File: config.mk
export PLATFORM = sky130hd
export DESIGN_NAME = rtt_estimator_with_pto_flat
export DESIGN_NICKNAME = d
export VERILOG_FILES = /design/src/rtl/core/rtte_pkg.sv /design/src/rtl/core/rtte_req_if.sv /design/src/rtl/core/rtte_rsp_if.sv /design/src/rtl/core/rtte_cfg_if.sv /design/src/rtl/core/rtte_update.sv /design/src/rtl/core/rtte_timers.sv /design/src/rtl/core/rtt_estimator_with_pto.sv /design/src/flat_wrapper.sv
export SDC_FILE = /design/constraint.sdc
export NUM_CORES = 2
export LEC_CHECK = 0
export BUFFER_PORTS_ARGS = -buffer_cell sky130_fd_sc_hd__buf_2
export CORE_MARGIN = 2
export CORE_UTILIZATION = 60
export DETAILED_ROUTE_END_ITERATION = 8
export PLACE_DENSITY_LB_ADDON = 0.08
export SLEW_MARGIN = 20
export SYNTH_ARGS = -nofsm -noshare
export SYNTH_HDL_FRONTEND = slang
export SYNTH_SLANG_ARGS = --single-unit
File: constraint.sdc
create_clock -name clk -period 33 [get_ports clk]
set_input_delay 3.3 -clock clk [delete_from_list [all_inputs] [get_ports clk]]
set_output_delay 3.3 -clock clk [all_outputs]
set_load 0.03 [all_outputs]
File: src/rtl/core/rtte_pkg.sv
`timescale 1ns / 1ps

package rtte_pkg;

    // default parameter values
    localparam int RTT_BITS_DEF    = 24;
    localparam int MAX_BACKOFF_DEF = 15;

    // field widths
    localparam int TIME_W     = 32;
    localparam int ACK_W      = 16;
    localparam int CNT_W      = 4;
    localparam int OUT_RTT_W  = 24;
    localparam int LOSS_W     = 25;
    localparam int DEADLINE_W = 33;
    localparam int MAD_W      = 14;
    localparam int INIT_W     = 16;
    localparam int GRAN_W     = 8;
    localparam int CFG_DATA_W = 16;
    localparam int CFG_IDX_W  = 2;

    // saturation limits
    localparam logic [LOSS_W-1:0] LOSS_MAX    = '1;
    localparam logic [TIME_W-1:0] TIMEOUT_MAX = '1;

    // register reset values
    localparam logic [MAD_W-1:0]  MAD_RESET  = MAD_W'(25);
    localparam logic [INIT_W-1:0] INIT_RESET = INIT_W'(333);
    localparam logic [GRAN_W-1:0] GRAN_RESET = GRAN_W'(1);

    typedef enum logic [CFG_IDX_W-1:0] {
        CFG_ACK_DELAY_CAP = 2'd0,
        CFG_INITIAL_RTT   = 2'd1,
        CFG_GRANULARITY   = 2'd2
    } cfg_index_t;

    typedef enum logic {
        CMD_SAMPLE = 1'b0,
        CMD_REPORT = 1'b1
    } cmd_t;

    typedef struct packed {
        logic [MAD_W-1:0]  ack_delay_cap;
        logic [INIT_W-1:0] initial_rtt;
        logic [GRAN_W-1:0] granularity;
    } cfg_t;

endpackage

File: src/rtl/core/rtte_req_if.sv
`timescale 1ns / 1ps

interface rtte_req_if;
    import rtte_pkg::*;

    logic              valid;
    logic              ready;
    logic              command;
    logic [TIME_W-1:0] time_ms;
    logic [TIME_W-1:0] sent_time_ms;
    logic [ACK_W-1:0]  ack_delay_ms;
    logic [CNT_W-1:0]  backoff_count;

    modport source (
        output valid, command, time_ms, sent_time_ms, ack_delay_ms, backoff_count,
        input  ready
    );

    modport sink (
        input  valid, command, time_ms, sent_time_ms, ack_delay_ms, backoff_count,
        output ready
    );
endinterface

File: src/rtl/core/rtte_rsp_if.sv
`timescale 1ns / 1ps

interface rtte_rsp_if;
    import rtte_pkg::*;

    logic                  valid;
    logic                  ready;
    logic [OUT_RTT_W-1:0]  latest_rtt_ms;
    logic [OUT_RTT_W-1:0]  min_rtt_ms;
    logic [OUT_RTT_W-1:0]  smoothed_rtt_ms;
    logic [OUT_RTT_W-1:0]  rtt_variance_ms;
    logic                  have_sample;
    logic [LOSS_W-1:0]     loss_delay_ms;
    logic [DEADLINE_W-1:0] pto_deadline_ms;

    modport source (
        output valid, latest_rtt_ms, min_rtt_ms, smoothed_rtt_ms, rtt_variance_ms,
               have_sample, loss_delay_ms, pto_deadline_ms,
        input  ready
    );

    modport sink (
        input  valid, latest_rtt_ms, min_rtt_ms, smoothed_rtt_ms, rtt_variance_ms,
               have_sample, loss_delay_ms, pto_deadline_ms,
        output ready
    );
endinterface

File: src/rtl/core/rtte_cfg_if.sv
`timescale 1ns / 1ps

interface rtte_cfg_if;
    import rtte_pkg::*;

    logic                  valid;
    logic                  ready;
    logic [CFG_IDX_W-1:0]  index;
    logic [CFG_DATA_W-1:0] data;

    modport source (
        output valid, index, data,
        input  ready
    );

    modport sink (
        input  valid, index, data,
        output ready
    );
endinterface

File: src/rtl/core/rtte_update.sv
`timescale 1ns / 1ps

module rtte_update #(
    parameter int RTT_BITS = rtte_pkg::RTT_BITS_DEF
) (
    input  logic [rtte_pkg::MAD_W-1:0]  ack_delay_cap,
    input  logic                        command,
    input  logic [rtte_pkg::TIME_W-1:0] time_ms,
    input  logic [rtte_pkg::TIME_W-1:0] sent_time_ms,
    input  logic [rtte_pkg::ACK_W-1:0]  ack_delay_ms,
    input  logic                        seen,
    input  logic [RTT_BITS-1:0]         latest,
    input  logic [RTT_BITS-1:0]         minimum,
    input  logic [RTT_BITS-1:0]         smoothed,
    input  logic [RTT_BITS-1:0]         deviation,
    output logic                        seen_new,
    output logic [RTT_BITS-1:0]         latest_new,
    output logic [RTT_BITS-1:0]         minimum_new,
    output logic [RTT_BITS-1:0]         smoothed_new,
    output logic [RTT_BITS-1:0]         deviation_new
);
    import rtte_pkg::*;

    localparam int RW1 = RTT_BITS + 1;
    localparam int RW2 = RTT_BITS + 2;
    localparam int RW3 = RTT_BITS + 3;
    localparam logic [TIME_W-1:0] RTT_MAX32 = TIME_W'((64'd1 << RTT_BITS) - 64'd1);

    logic [TIME_W:0]     diff;
    logic [TIME_W-1:0]   raw;
    logic [RTT_BITS-1:0] sample;
    logic [RTT_BITS-1:0] min_upd;
    logic [ACK_W-1:0]    bounded;
    logic [RW1-1:0]      min_plus;
    logic [RTT_BITS-1:0] adj;
    logic [RTT_BITS-1:0] delta;
    logic [RW2-1:0]      dev_sum;
    logic [RW3-1:0]      sm_sum;

    always_comb
    begin
        // ack before send gives a zero sample
        diff   = {1'b0, time_ms} - {1'b0, sent_time_ms};
        raw    = diff[TIME_W] ? '0 : diff[TIME_W-1:0];
        sample = (raw > RTT_MAX32) ? RTT_MAX32[RTT_BITS-1:0] : raw[RTT_BITS-1:0];

        min_upd = (sample < minimum) ? sample : minimum;
        bounded = (ack_delay_ms < ACK_W'(ack_delay_cap)) ? ack_delay_ms
                                                         : ACK_W'(ack_delay_cap);

        // only subtract ack delay when it keeps the sample at or above min
        min_plus = RW1'(min_upd) + RW1'(bounded);
        adj      = (RW1'(sample) >= min_plus) ? sample - RTT_BITS'(bounded) : sample;
        delta    = (smoothed > adj) ? smoothed - adj : adj - smoothed;

        dev_sum = RW2'({deviation, 1'b0}) + RW2'(deviation) + RW2'(delta);
        sm_sum  = RW3'({smoothed, 3'b000}) - RW3'(smoothed) + RW3'(adj);

        seen_new      = seen;
        latest_new    = latest;
        minimum_new   = minimum;
        smoothed_new  = smoothed;
        deviation_new = deviation;

        if (command == CMD_SAMPLE)
        begin
            seen_new   = 1'b1;
            latest_new = sample;
            if (!seen)
            begin
                minimum_new   = sample;
                smoothed_new  = sample;
                deviation_new = sample >> 1;
            end
            else
            begin
                minimum_new   = min_upd;
                smoothed_new  = sm_sum[RW3-1:3];
                deviation_new = dev_sum[RW2-1:2];
            end
        end
    end

endmodule

File: src/rtl/core/rtte_timers.sv
`timescale 1ns / 1ps

module rtte_timers #(
    parameter int RTT_BITS    = rtte_pkg::RTT_BITS_DEF,
    parameter int MAX_BACKOFF = rtte_pkg::MAX_BACKOFF_DEF
) (
    input  logic [rtte_pkg::MAD_W-1:0]      ack_delay_cap,
    input  logic [rtte_pkg::INIT_W-1:0]     initial_rtt,
    input  logic [rtte_pkg::GRAN_W-1:0]     granularity,
    input  logic                            seen,
    input  logic [RTT_BITS-1:0]             latest,
    input  logic [RTT_BITS-1:0]             smoothed,
    input  logic [RTT_BITS-1:0]             deviation,
    input  logic [rtte_pkg::TIME_W-1:0]     time_ms,
    input  logic [rtte_pkg::CNT_W-1:0]      backoff_count,
    output logic [rtte_pkg::LOSS_W-1:0]     loss_delay_ms,
    output logic [rtte_pkg::DEADLINE_W-1:0] pto_deadline_ms
);
    import rtte_pkg::*;

    localparam int RW1  = RTT_BITS + 1;
    localparam int RW2  = RTT_BITS + 2;
    localparam int RW4  = RTT_BITS + 4;
    localparam int LDW  = (RW1 > LOSS_W) ? RW1 : LOSS_W;
    localparam int TW   = (RTT_BITS + 3 > TIME_W) ? RTT_BITS + 3 : TIME_W;
    localparam int BO_W = (MAX_BACKOFF > 1) ? $clog2(MAX_BACKOFF + 1) : 1;
    localparam int SW   = TIME_W + MAX_BACKOFF;

    logic [RTT_BITS-1:0] base;
    logic [RW4-1:0]      base9;
    logic [LDW-1:0]      loss_w;
    logic [RW2-1:0]      var4;
    logic [TW-1:0]       tmo_w;
    logic [TIME_W-1:0]   tmo32;
    logic [BO_W-1:0]     cnt_eff;
    logic [SW-1:0]       tmo_sh;
    logic [TIME_W-1:0]   tmo_fin;

    always_comb
    begin
        // loss delay: ceil(9/8 * base), floored at granularity and capped at LOSS_MAX
        if (seen)
            base = (latest > smoothed) ? latest : smoothed;
        else
            base = RTT_BITS'(initial_rtt);
        base9  = RW4'({base, 3'b000}) + RW4'(base) + RW4'(3'd7);
        loss_w = LDW'(base9[RW4-1:3]);
        if (loss_w < LDW'(granularity))
            loss_w = LDW'(granularity);
        if (loss_w > LDW'(LOSS_MAX))
            loss_w = LDW'(LOSS_MAX);
        loss_delay_ms = loss_w[LOSS_W-1:0];

        // probe timeout before backoff
        var4 = {deviation, 2'b00};
        if (var4 < RW2'(granularity))
            var4 = RW2'(granularity);
        if (seen)
            tmo_w = TW'(smoothed) + TW'(var4) + TW'(ack_delay_cap);
        else
            tmo_w = TW'({initial_rtt, 1'b0}) + TW'(initial_rtt);
        tmo32 = (tmo_w > TW'(TIMEOUT_MAX)) ? TIMEOUT_MAX : tmo_w[TIME_W-1:0];

        // doubling with saturation is one shift and an overflow check
        if (32'(backoff_count) > 32'(MAX_BACKOFF))
            cnt_eff = BO_W'(MAX_BACKOFF);
        else
            cnt_eff = BO_W'(backoff_count);
        tmo_sh  = SW'(tmo32) << cnt_eff;
        tmo_fin = (|tmo_sh[SW-1:TIME_W]) ? TIMEOUT_MAX : tmo_sh[TIME_W-1:0];

        pto_deadline_ms = {1'b0, time_ms} + {1'b0, tmo_fin};
    end

endmodule

File: src/rtl/core/rtt_estimator_with_pto.sv
`timescale 1ns / 1ps

// channel   dir   transfer content
// -------   ---   ----------------------------------------------------------
// req       in    command, time_ms, sent_time_ms, ack_delay_ms, backoff_count
// rsp       out   latest/min/smoothed rtt, variance, have_sample, loss, pto
// cfg       in    index, data (max ack delay, initial rtt, granularity)
//
// one transfer per cycle sustained while rsp takes results; after its req
// transfer a result passes the input register, the estimator update into
// stage 2 and the timer math into the output register
// the estimator state is written in the update stage, so the next item sees it
// rsp stalls ripple back to req.ready; nothing is dropped or repeated
// rst_n clears the estimator state, valid bits and config to reset values
// cfg is always ready; writes are expected only while the block is idle

module rtt_estimator_with_pto #(
    parameter int RTT_BITS    = rtte_pkg::RTT_BITS_DEF,
    parameter int MAX_BACKOFF = rtte_pkg::MAX_BACKOFF_DEF
) (
    input  logic       clk,
    input  logic       rst_n,
    rtte_req_if.sink   req,
    rtte_rsp_if.source rsp,
    rtte_cfg_if.sink   cfg
);
    import rtte_pkg::*;

    // configuration registers
    cfg_t cfg_reg;

    // estimator state
    logic                sample_seen_reg;
    logic [RTT_BITS-1:0] latest_rtt_reg;
    logic [RTT_BITS-1:0] minimum_rtt_reg;
    logic [RTT_BITS-1:0] smoothed_rtt_reg;
    logic [RTT_BITS-1:0] rtt_deviation_reg;

    // stage 1: input register
    logic              s1_valid_reg;
    logic              s1_valid_next;
    logic              s1_command_reg;
    logic [TIME_W-1:0] s1_time_reg;
    logic [TIME_W-1:0] s1_sent_reg;
    logic [ACK_W-1:0]  s1_ack_reg;
    logic [CNT_W-1:0]  s1_count_reg;

    // stage 2: snapshot of the updated state for the timer math
    logic                s2_valid_reg;
    logic                s2_valid_next;
    logic                s2_seen_reg;
    logic [RTT_BITS-1:0] s2_latest_reg;
    logic [RTT_BITS-1:0] s2_minimum_reg;
    logic [RTT_BITS-1:0] s2_smoothed_reg;
    logic [RTT_BITS-1:0] s2_deviation_reg;
    logic [TIME_W-1:0]   s2_time_reg;
    logic [CNT_W-1:0]    s2_count_reg;

    // output register
    logic                  out_valid_reg;
    logic                  out_valid_next;
    logic [OUT_RTT_W-1:0]  out_latest_reg;
    logic [OUT_RTT_W-1:0]  out_minimum_reg;
    logic [OUT_RTT_W-1:0]  out_smoothed_reg;
    logic [OUT_RTT_W-1:0]  out_deviation_reg;
    logic                  out_seen_reg;
    logic [LOSS_W-1:0]     out_loss_reg;
    logic [DEADLINE_W-1:0] out_pto_reg;

    // pipeline advance
    logic out_en;
    logic s2_en;
    logic s1_en;
    logic s1_fire;
    logic s2_fire;

    // combinational results
    logic                  seen_new;
    logic [RTT_BITS-1:0]   latest_new;
    logic [RTT_BITS-1:0]   minimum_new;
    logic [RTT_BITS-1:0]   smoothed_new;
    logic [RTT_BITS-1:0]   deviation_new;
    logic [LOSS_W-1:0]     loss_delay;
    logic [DEADLINE_W-1:0] pto_deadline;

    assign out_en  = !out_valid_reg || rsp.ready;
    assign s2_en   = !s2_valid_reg || out_en;
    assign s1_en   = !s1_valid_reg || s2_en;
    assign s1_fire = s1_valid_reg && s2_en;
    assign s2_fire = s2_valid_reg && out_en;

    assign req.ready = s1_en;
    assign cfg.ready = 1'b1;

    always_comb
    begin
        s1_valid_next  = s1_en ? req.valid : s1_valid_reg;
        s2_valid_next  = s2_en ? s1_valid_reg : s2_valid_reg;
        out_valid_next = out_en ? s2_valid_reg : out_valid_reg;
    end

    // config write; unknown index is ignored
    always_ff @(posedge clk or negedge rst_n)
    begin
        if (!rst_n)
        begin
            cfg_reg.ack_delay_cap <= MAD_RESET;
            cfg_reg.initial_rtt   <= INIT_RESET;
            cfg_reg.granularity   <= GRAN_RESET;
        end
        else if (cfg.valid && cfg.ready)
        begin
            case (cfg.index)
                CFG_ACK_DELAY_CAP: cfg_reg.ack_delay_cap <= cfg.data[MAD_W-1:0];
                CFG_INITIAL_RTT:   cfg_reg.initial_rtt   <= cfg.data[INIT_W-1:0];
                CFG_GRANULARITY:   cfg_reg.granularity   <= cfg.data[GRAN_W-1:0];
                default:           ;
            endcase
        end
    end

    // control state
    always_ff @(posedge clk or negedge rst_n)
    begin
        if (!rst_n)
        begin
            s1_valid_reg  <= 1'b0;
            s2_valid_reg  <= 1'b0;
            out_valid_reg <= 1'b0;
        end
        else
        begin
            s1_valid_reg  <= s1_valid_next;
            s2_valid_reg  <= s2_valid_next;
            out_valid_reg <= out_valid_next;
        end
    end

    // estimator state moves with the item leaving stage 1
    always_ff @(posedge clk or negedge rst_n)
    begin
        if (!rst_n)
        begin
            sample_seen_reg   <= 1'b0;
            latest_rtt_reg    <= '0;
            minimum_rtt_reg   <= '0;
            smoothed_rtt_reg  <= '0;
            rtt_deviation_reg <= '0;
        end
        else if (s1_fire)
        begin
            sample_seen_reg   <= seen_new;
            latest_rtt_reg    <= latest_new;
            minimum_rtt_reg   <= minimum_new;
            smoothed_rtt_reg  <= smoothed_new;
            rtt_deviation_reg <= deviation_new;
        end
    end

    // payload registers
    always_ff @(posedge clk)
    begin
        if (s1_en && req.valid)
        begin
            s1_command_reg <= req.command;
            s1_time_reg    <= req.time_ms;
            s1_sent_reg    <= req.sent_time_ms;
            s1_ack_reg     <= req.ack_delay_ms;
            s1_count_reg   <= req.backoff_count;
        end
        if (s1_fire)
        begin
            s2_seen_reg      <= seen_new;
            s2_latest_reg    <= latest_new;
            s2_minimum_reg   <= minimum_new;
            s2_smoothed_reg  <= smoothed_new;
            s2_deviation_reg <= deviation_new;
            s2_time_reg      <= s1_time_reg;
            s2_count_reg     <= s1_count_reg;
        end
        if (s2_fire)
        begin
            out_latest_reg    <= OUT_RTT_W'(s2_latest_reg);
            out_minimum_reg   <= OUT_RTT_W'(s2_minimum_reg);
            out_smoothed_reg  <= OUT_RTT_W'(s2_smoothed_reg);
            out_deviation_reg <= OUT_RTT_W'(s2_deviation_reg);
            out_seen_reg      <= s2_seen_reg;
            out_loss_reg      <= loss_delay;
            out_pto_reg       <= pto_deadline;
        end
    end

    // sample clamp, min tracking and the smoothed / variance averages
    rtte_update #(
        .RTT_BITS (RTT_BITS)
    ) u_update (
        .ack_delay_cap (cfg_reg.ack_delay_cap),
        .command       (s1_command_reg),
        .time_ms       (s1_time_reg),
        .sent_time_ms  (s1_sent_reg),
        .ack_delay_ms  (s1_ack_reg),
        .seen          (sample_seen_reg),
        .latest        (latest_rtt_reg),
        .minimum       (minimum_rtt_reg),
        .smoothed      (smoothed_rtt_reg),
        .deviation     (rtt_deviation_reg),
        .seen_new      (seen_new),
        .latest_new    (latest_new),
        .minimum_new   (minimum_new),
        .smoothed_new  (smoothed_new),
        .deviation_new (deviation_new)
    );

    // loss delay and backed-off pto deadline from the updated state
    rtte_timers #(
        .RTT_BITS    (RTT_BITS),
        .MAX_BACKOFF (MAX_BACKOFF)
    ) u_timers (
        .ack_delay_cap   (cfg_reg.ack_delay_cap),
        .initial_rtt     (cfg_reg.initial_rtt),
        .granularity     (cfg_reg.granularity),
        .seen            (s2_seen_reg),
        .latest          (s2_latest_reg),
        .smoothed        (s2_smoothed_reg),
        .deviation       (s2_deviation_reg),
        .time_ms         (s2_time_reg),
        .backoff_count   (s2_count_reg),
        .loss_delay_ms   (loss_delay),
        .pto_deadline_ms (pto_deadline)
    );

    assign rsp.valid           = out_valid_reg;
    assign rsp.latest_rtt_ms   = out_latest_reg;
    assign rsp.min_rtt_ms      = out_minimum_reg;
    assign rsp.smoothed_rtt_ms = out_smoothed_reg;
    assign rsp.rtt_variance_ms = out_deviation_reg;
    assign rsp.have_sample     = out_seen_reg;
    assign rsp.loss_delay_ms   = out_loss_reg;
    assign rsp.pto_deadline_ms = out_pto_reg;

endmodule

File: src/flat_wrapper.sv
// flat-port wrapper written by rule: the top's interface ports become plain ports
module rtt_estimator_with_pto_flat import rtte_pkg::*;
#(
    parameter int RTT_BITS    = rtte_pkg::RTT_BITS_DEF,
    parameter int MAX_BACKOFF = rtte_pkg::MAX_BACKOFF_DEF
)
  (clk, rst_n, req_valid, req_command, req_time_ms, req_sent_time_ms, req_ack_delay_ms, req_backoff_count, req_ready, rsp_valid, rsp_latest_rtt_ms, rsp_min_rtt_ms, rsp_smoothed_rtt_ms, rsp_rtt_variance_ms, rsp_have_sample, rsp_loss_delay_ms, rsp_pto_deadline_ms, rsp_ready, cfg_valid, cfg_index, cfg_data, cfg_ready);
  rtte_req_if req_i ();
  rtte_rsp_if rsp_i ();
  rtte_cfg_if cfg_i ();
  input  logic clk;
  input  logic rst_n;
  input wire logic [$bits(req_i.valid)-1:0] req_valid;
  input wire logic [$bits(req_i.command)-1:0] req_command;
  input wire logic [$bits(req_i.time_ms)-1:0] req_time_ms;
  input wire logic [$bits(req_i.sent_time_ms)-1:0] req_sent_time_ms;
  input wire logic [$bits(req_i.ack_delay_ms)-1:0] req_ack_delay_ms;
  input wire logic [$bits(req_i.backoff_count)-1:0] req_backoff_count;
  output wire logic [$bits(req_i.ready)-1:0] req_ready;
  output wire logic [$bits(rsp_i.valid)-1:0] rsp_valid;
  output wire logic [$bits(rsp_i.latest_rtt_ms)-1:0] rsp_latest_rtt_ms;
  output wire logic [$bits(rsp_i.min_rtt_ms)-1:0] rsp_min_rtt_ms;
  output wire logic [$bits(rsp_i.smoothed_rtt_ms)-1:0] rsp_smoothed_rtt_ms;
  output wire logic [$bits(rsp_i.rtt_variance_ms)-1:0] rsp_rtt_variance_ms;
  output wire logic [$bits(rsp_i.have_sample)-1:0] rsp_have_sample;
  output wire logic [$bits(rsp_i.loss_delay_ms)-1:0] rsp_loss_delay_ms;
  output wire logic [$bits(rsp_i.pto_deadline_ms)-1:0] rsp_pto_deadline_ms;
  input wire logic [$bits(rsp_i.ready)-1:0] rsp_ready;
  input wire logic [$bits(cfg_i.valid)-1:0] cfg_valid;
  input wire logic [$bits(cfg_i.index)-1:0] cfg_index;
  input wire logic [$bits(cfg_i.data)-1:0] cfg_data;
  output wire logic [$bits(cfg_i.ready)-1:0] cfg_ready;
  assign req_i.valid = req_valid;
  assign req_i.command = req_command;
  assign req_i.time_ms = req_time_ms;
  assign req_i.sent_time_ms = req_sent_time_ms;
  assign req_i.ack_delay_ms = req_ack_delay_ms;
  assign req_i.backoff_count = req_backoff_count;
  assign req_ready = req_i.ready;
  assign rsp_valid = rsp_i.valid;
  assign rsp_latest_rtt_ms = rsp_i.latest_rtt_ms;
  assign rsp_min_rtt_ms = rsp_i.min_rtt_ms;
  assign rsp_smoothed_rtt_ms = rsp_i.smoothed_rtt_ms;
  assign rsp_rtt_variance_ms = rsp_i.rtt_variance_ms;
  assign rsp_have_sample = rsp_i.have_sample;
  assign rsp_loss_delay_ms = rsp_i.loss_delay_ms;
  assign rsp_pto_deadline_ms = rsp_i.pto_deadline_ms;
  assign rsp_i.ready = rsp_ready;
  assign cfg_i.valid = cfg_valid;
  assign cfg_i.index = cfg_index;
  assign cfg_i.data = cfg_data;
  assign cfg_ready = cfg_i.ready;
  rtt_estimator_with_pto #(.RTT_BITS(RTT_BITS), .MAX_BACKOFF(MAX_BACKOFF)) u_core (.clk(clk), .rst_n(rst_n), .req(req_i), .rsp(rsp_i), .cfg(cfg_i));
endmodule
---- Yosys cells after proc, flatten, opt, wreduce, memory -nomap -nowiden ----
Cells that the tools add are included.
word-level totals
  register bits after elaboration ......... 511
cells by class
  mux-type cells .......................... 21
  shift operators ......................... 1
  equality and inequality tests ........... 2
  reduce and logical (&&, ||, !) cells .... 14
  order comparisons ....................... 10
  add/sub/neg operators ................... 15
operators by type and width
  operator                                                                 count
  24-bit 2-to-1 mux                                                        13
  32-bit 2-to-1 mux                                                        3
  24-bit > comparator                                                      2
  24-bit subtractor                                                        2
  32-bit by 4-bit left shift with 47-bit output                            1
  32-bit by 32-bit adder with 33-bit output                                1
  32-bit by 32-bit subtractor with 33-bit output                           1
  32-bit by 24-bit > comparator with 1-bit output (second input constant)  1
  32-bit > comparator (second input constant)                              1
  27-bit by 14-bit adder with 28-bit output                                1
  27-bit by 24-bit adder with 28-bit output                                1
  28-bit by 3-bit adder with 28-bit output (second input constant)         1
  28-bit 2-to-1 mux                                                        1
  24-bit by 26-bit adder with 27-bit output                                1
  27-bit by 24-bit adder with 27-bit output                                1
  27-bit by 24-bit subtractor with 27-bit output                           1
  25-bit by 24-bit adder with 26-bit output                                1
  26-bit by 24-bit adder with 26-bit output                                1
  26-bit by 8-bit less-than comparator with 1-bit output                   1
  26-bit 2-to-1 mux                                                        1
  24-bit by 16-bit adder with 25-bit output                                1
  24-bit by 25-bit >= comparator with 1-bit output                         1
  25-bit > comparator (second input constant)                              1
  25-bit by 8-bit less-than comparator with 1-bit output                   1
  other kinds (15)                                                         23

---- Longest topological paths before layout ----
  depth after elaboration ................. 14
  depth in mapped cells ................... 90

---- Cells and area by module ----
Synthesis repeated with hierarchy kept, for this count alone.
unflattened totals
  cell total of the unflattened synthesis .. 3890
  area, all modules ....................... 38878.5 µm²
by module, submodules not included
  module                  instances  sequential area each (µm²)  area an instance (µm²)  cells an instance
  rtt_estimator_with_pto  1          14665.3                     18201.2                 1018
  rtte_update             1          0.0                         12644.6                 1745
  rtte_timers             1          0.0                         8032.7                  1127

---- Worst setup path after synthesis ----
No wires, ideal clock.
  path kind ............................... register to register
  from .................................... register u_core.s1_sent_reg[1]
  to ...................................... register u_core.s2_deviation_reg[22], data pin
  stages on the path, launching flop included .. 89
  library setup time ...................... 0.259 ns
  data required time ...................... 32.741 ns
  arrival ................................. 16.751 ns
  path buffers ............................ 11
  path slack .............................. 15.991 ns
  cell sequence ........................... edfxtp_1 > inv_1 > ha_1 > nor2b_1 > o31a_1 > o31a_1 > o211ai_2 > o211ai_1 > and3_1 > or3_1 > a32oi_1 > nand3_2 > clkbuf_1 > o21ai_1 > inv_1 > ha_1 > a21o_1 > a21o_1 > [53 not listed] > xnor2_1 > fa_1 > inv_1 > ha_1 > nor4bb_1 > o21ai_0 > a21boi_0 > o2111ai_1 > a31oi_1 > a211oi_1 > o21ai_0 > a31oi_1 > nor2b_1 > o21a_1 > o41a_1 > a31oi_1 > mux2i_1 > o31a_1
on the way
  cells in the longest elaborated chain, start to end .. 14
RTL lines
  element                                                   RTL line                       source
  from (decl)                                               rtt_estimator_with_pto.sv:44   logic [TIME_W-1:0] s1_sent_reg;
  from (signal assigned)                                    rtt_estimator_with_pto.sv:167  s1_sent_reg <= req.sent_time_ms;
  32-bit by 32-bit subtractor with 33-bit output *          rtte_update.sv:43              diff = {1'b0, time_ms} - {1'b0, sent_time_ms};
  32-bit 2-to-1 mux *                                       rtte_update.sv:44              raw = diff[TIME_W] ? '0 : diff[TIME_W-1:0];
  32-bit by 24-bit > comparator with 1-bit output           rtte_update.sv:45              sample = (raw > RTT_MAX32) ? RTT_MAX32[RTT_BITS-1:0] : raw[RTT_BITS-1:0];
  24-bit 2-to-1 mux *                                       rtte_update.sv:45
  24-bit less-than comparator                               rtte_update.sv:47              min_upd = (sample < minimum) ? sample : minimum;
  24-bit 2-to-1 mux                                         rtte_update.sv:47
  24-bit by 16-bit adder with 25-bit output                 rtte_update.sv:52              min_plus = RW1'(min_upd) + RW1'(bounded);
  24-bit by 25-bit >= comparator with 1-bit output          rtte_update.sv:53              adj = (RW1'(sample) >= min_plus) ? sample - RTT_BITS'(bounded) : sample;
  24-bit 2-to-1 mux                                         rtte_update.sv:53
  24-bit subtractor or 24-bit > comparator (tied branches)  rtte_update.sv:54              delta = (smoothed > adj) ? smoothed - adj : adj - smoothed;
  24-bit 2-to-1 mux                                         rtte_update.sv:54
  26-bit by 24-bit adder with 26-bit output                 rtte_update.sv:56              dev_sum = RW2'({deviation, 1'b0}) + RW2'(deviation) + RW2'(delta);
  24-bit 2-to-1 mux *                                       rtte_update.sv:69              if (!seen)
  24-bit 2-to-1 mux *                                       rtte_update.sv:65              if (command == CMD_SAMPLE)
  net u_core.deviation_new[22]                              rtt_estimator_with_pto.sv:82   logic [RTT_BITS-1:0] deviation_new;
  to (signal assigned)                                      rtt_estimator_with_pto.sv:177  s2_deviation_reg <= deviation_new;
  to (decl)                                                 rtt_estimator_with_pto.sv:55   logic [RTT_BITS-1:0] s2_deviation_reg;
The timed path passes the listed nets; every way through them passes the cells marked *.
A chain may end at the register's enable or synchronous reset.

---- Worst setup path in the final report ----
  from .................................... register u_core.s1_sent_reg[0]
  to ...................................... register u_core.s2_deviation_reg[22], data pin
Same word-level chain as after synthesis.

==> reports/qor.csv <==
metric,value,unit
Post-Synthesis Cell Area,0.0367,mm2
Starting Density,60.7,%
total grt overflow,0,
initial antenna violation count,5,
largest net degree at the start of global routing,83,
R2R setup slack,14.02,ns
PortBufs,264,
Syn-to-layout area delta,11.0,%
Worst setup SP type,flip-flop,
Adder-Cell Fraction of Synth Area,16.0,%
Final Hold Fails,0,
Buf/Inv on CP,5,
setup bufs post-CTS,0,
die area,0.0632,mm2
Worst Setup End Kind,flip-flop,
Worst Tran Pin Value,1.15,ns
CTS tree,yes,
chip height,251,um
H-tree depth,2,
number of CTS-inserted buffers,56,
cts hold-fix bufs,0,
clock sink total,511,
"Max stage delay cell, worst path",o21ai_1,
Hold Path Class,flip-flop to flip-flop,
Die W,251,um
num rows,90,
Synth Warn #,0,
Root Driver,clkbuf_16,
Gate Count Post-Synth,3678,
number of flip-flops in the largest register,38,
vias in the first global route,29632,
"FF+latch count, synth",511,
status,"complete, no violations",
first-pass GRT wire length,178000,um
Final min period,18.98,ns
crit share post-route,57.5,%
Crit Path Class,flip-flop to flip-flop,
All-Layer GR Usage,37.4,%
RSZ-0062 raised after global routing,no,
"commonest cells after routing, fill and taps aside","edfxtp_1 (373), ha_1 (362), nand2_1 (320)",
multiplexer share of the synthesized area,6.28,%
metal2 WL,55100,um
"Distinct cells, synth",93,
ANT nets after route,0,
worst path arrival time,19.34,ns
post-DP HPWL,93000,um
DRT Pass-1 Iters,9,
crit-path most repeated cell,a21oi_1,
IO Count,266,
drt via density,6.41,
Placed Cells,4635,
routed via count,30415,
share of layout cells above drive strength 1,14.3,%
syn avg cell area,9.98,um2
max frequency,52.7,MHz
hold path cells,0,
"EDFF count, synth",373,
Non-Filler Instances,4744,
"Req. time, crit path",33.36,ns
CTS-repair resized insts,0,
Top Family by Delay on Critical Path,compound AO/OA/AOI/OAI gates,
"Clk pin slew, worst setup/hold paths",0.06,ns
initial drt markers,3218,
clk_lat worst skew,0.65,ns
Slew Limit Headroom,22.7,%
"Worst Setup Slack, final",14.02,ns
Final setup viols,0,
WL final,120000,um
Critical Path Fanout Max,44,
"Async S/R FF share, synth",27.0,%
WL met3,10700,um
post-synthesis sequential area ratio,39.9,%
Post-Synth Simple-Gate Area,11.1,%
# Max-Cap Violations,0,
"most common cell after layout, fill and taps aside",edfxtp_1,
met1 wire length,47500,um
Final Slew Violations,0,
Synth Area in Compound Gates,17.1,%
Main synth FF type,edfxtp_1,
Post-Synth XOR/XNOR Area,4.84,%
Fin Setup TNS,0,ns
Core Region,0.0605,mm2
WP depth,78,
clk buf depth,3,
largest family of logic cells by synthesized area,compound AO/OA/AOI/OAI gates,
Post-Place Worst Slack,14.60,ns
R2R cell count,78,
crit-path max cell delay,0.75,ns
DRC viols,0,
per-cell routed wire length,25.3,um
gpl congestion,1.01,
final layout net count,4449,
clock skew,0.0478,ns
uppermost layer routed,met5,
## cell usage after synthesis, types with 87 or more instances
| master | count | share of area [%] |
|---|---|---|
| inv_1 | 317 | 3.2 |
| nor2_1 | 212 | 2.2 |
| a21oi_1 | 281 | 3.8 |
| xnor2_1 | 138 | 3.3 |
| ha_1 | 362 | 12 |
| a21o_1 | 114 | 2.3 |
| mux2_2 | 87 | 2.7 |
| edfxtp_1 | 373 | 31 |
| o21ai_0 | 262 | 3.6 |
| dfrtp_1 | 129 | 8.8 |
| nand2_1 | 321 | 3.3 |
| clkbuf_1 | 118 | 1.2 |
| mux2i_1 | 105 | 2.9 |
## path summary, 6_finish.rpt
| kind | startpoint | endpoint |
|---|---|---|
| setup / recovery | u_core.s1_sent_reg[0] | u_core.s2_deviation_reg[22] |
| hold / removal | u_core.s2_minimum_reg[10] | u_core.rsp.min_rtt_ms[10] |
| setup reg to reg | u_core.s1_sent_reg[0] | u_core.s2_deviation_reg[22] |
| hold reg to reg | u_core.s2_minimum_reg[10] | u_core.rsp.min_rtt_ms[10] |
| max in group asynchronous | rst_n | u_core.rtt_deviation_reg[5] |
| min in group asynchronous | rst_n | u_core.cfg_reg[31] |
## per-stage QoR
step	hold WS, ns	utilization (%)	area [um2]
final	0.419	67.4	40800
after global routing	0.423	67.4	40800
after CTS	0.416	67.4	40800
after detailed placement	0.405	64.3	38900
after global placement	0.401	64.3	38900
after floorplan	0.400	-	36700
## layer usage
| metal | vias to the layer above | track usage [%] |
|---|---|---|
| li1 | 13728 | - |
| met1 | 14793 | 49.4 |
| met2 | 1555 | 60.1 |
| met3 | 337 | 6.34 |
| met4 | 2 | 18.4 |
| met5 | - | 0 |
## layout make-up
class                      count  area [um2]
antenna                        3        7.51
clock buffer                  73        1560
clock inverter                33         342
fill                        4655       19700
inverter                     318        1200
multi-input combinational   2716       20400
sequential                   511       14700
tap                          782         978
timing repair buffer         308        1660
## cell families (layout without fill, tap and decap cells)
| kind of cell | after synthesis | count (layout) |
|---|---|---|
| multiplexers | 207 | 207 |
| XOR/XNOR | 203 | 203 |
| adder cells (fa/ha/maj) | 430 | 430 |
| other | 2 | 8 |
| buffers and inverters | 454 | 732 |
| AO/OA/AOI/OAI | 1005 | 1005 |
| flip-flops | 511 | 511 |
| AND/OR/NAND/NOR | 866 | 866 |
Power is left out: the tool's default activity adds up to more than one toggle a clock period on the data nets, which glitch-free logic cannot reach.
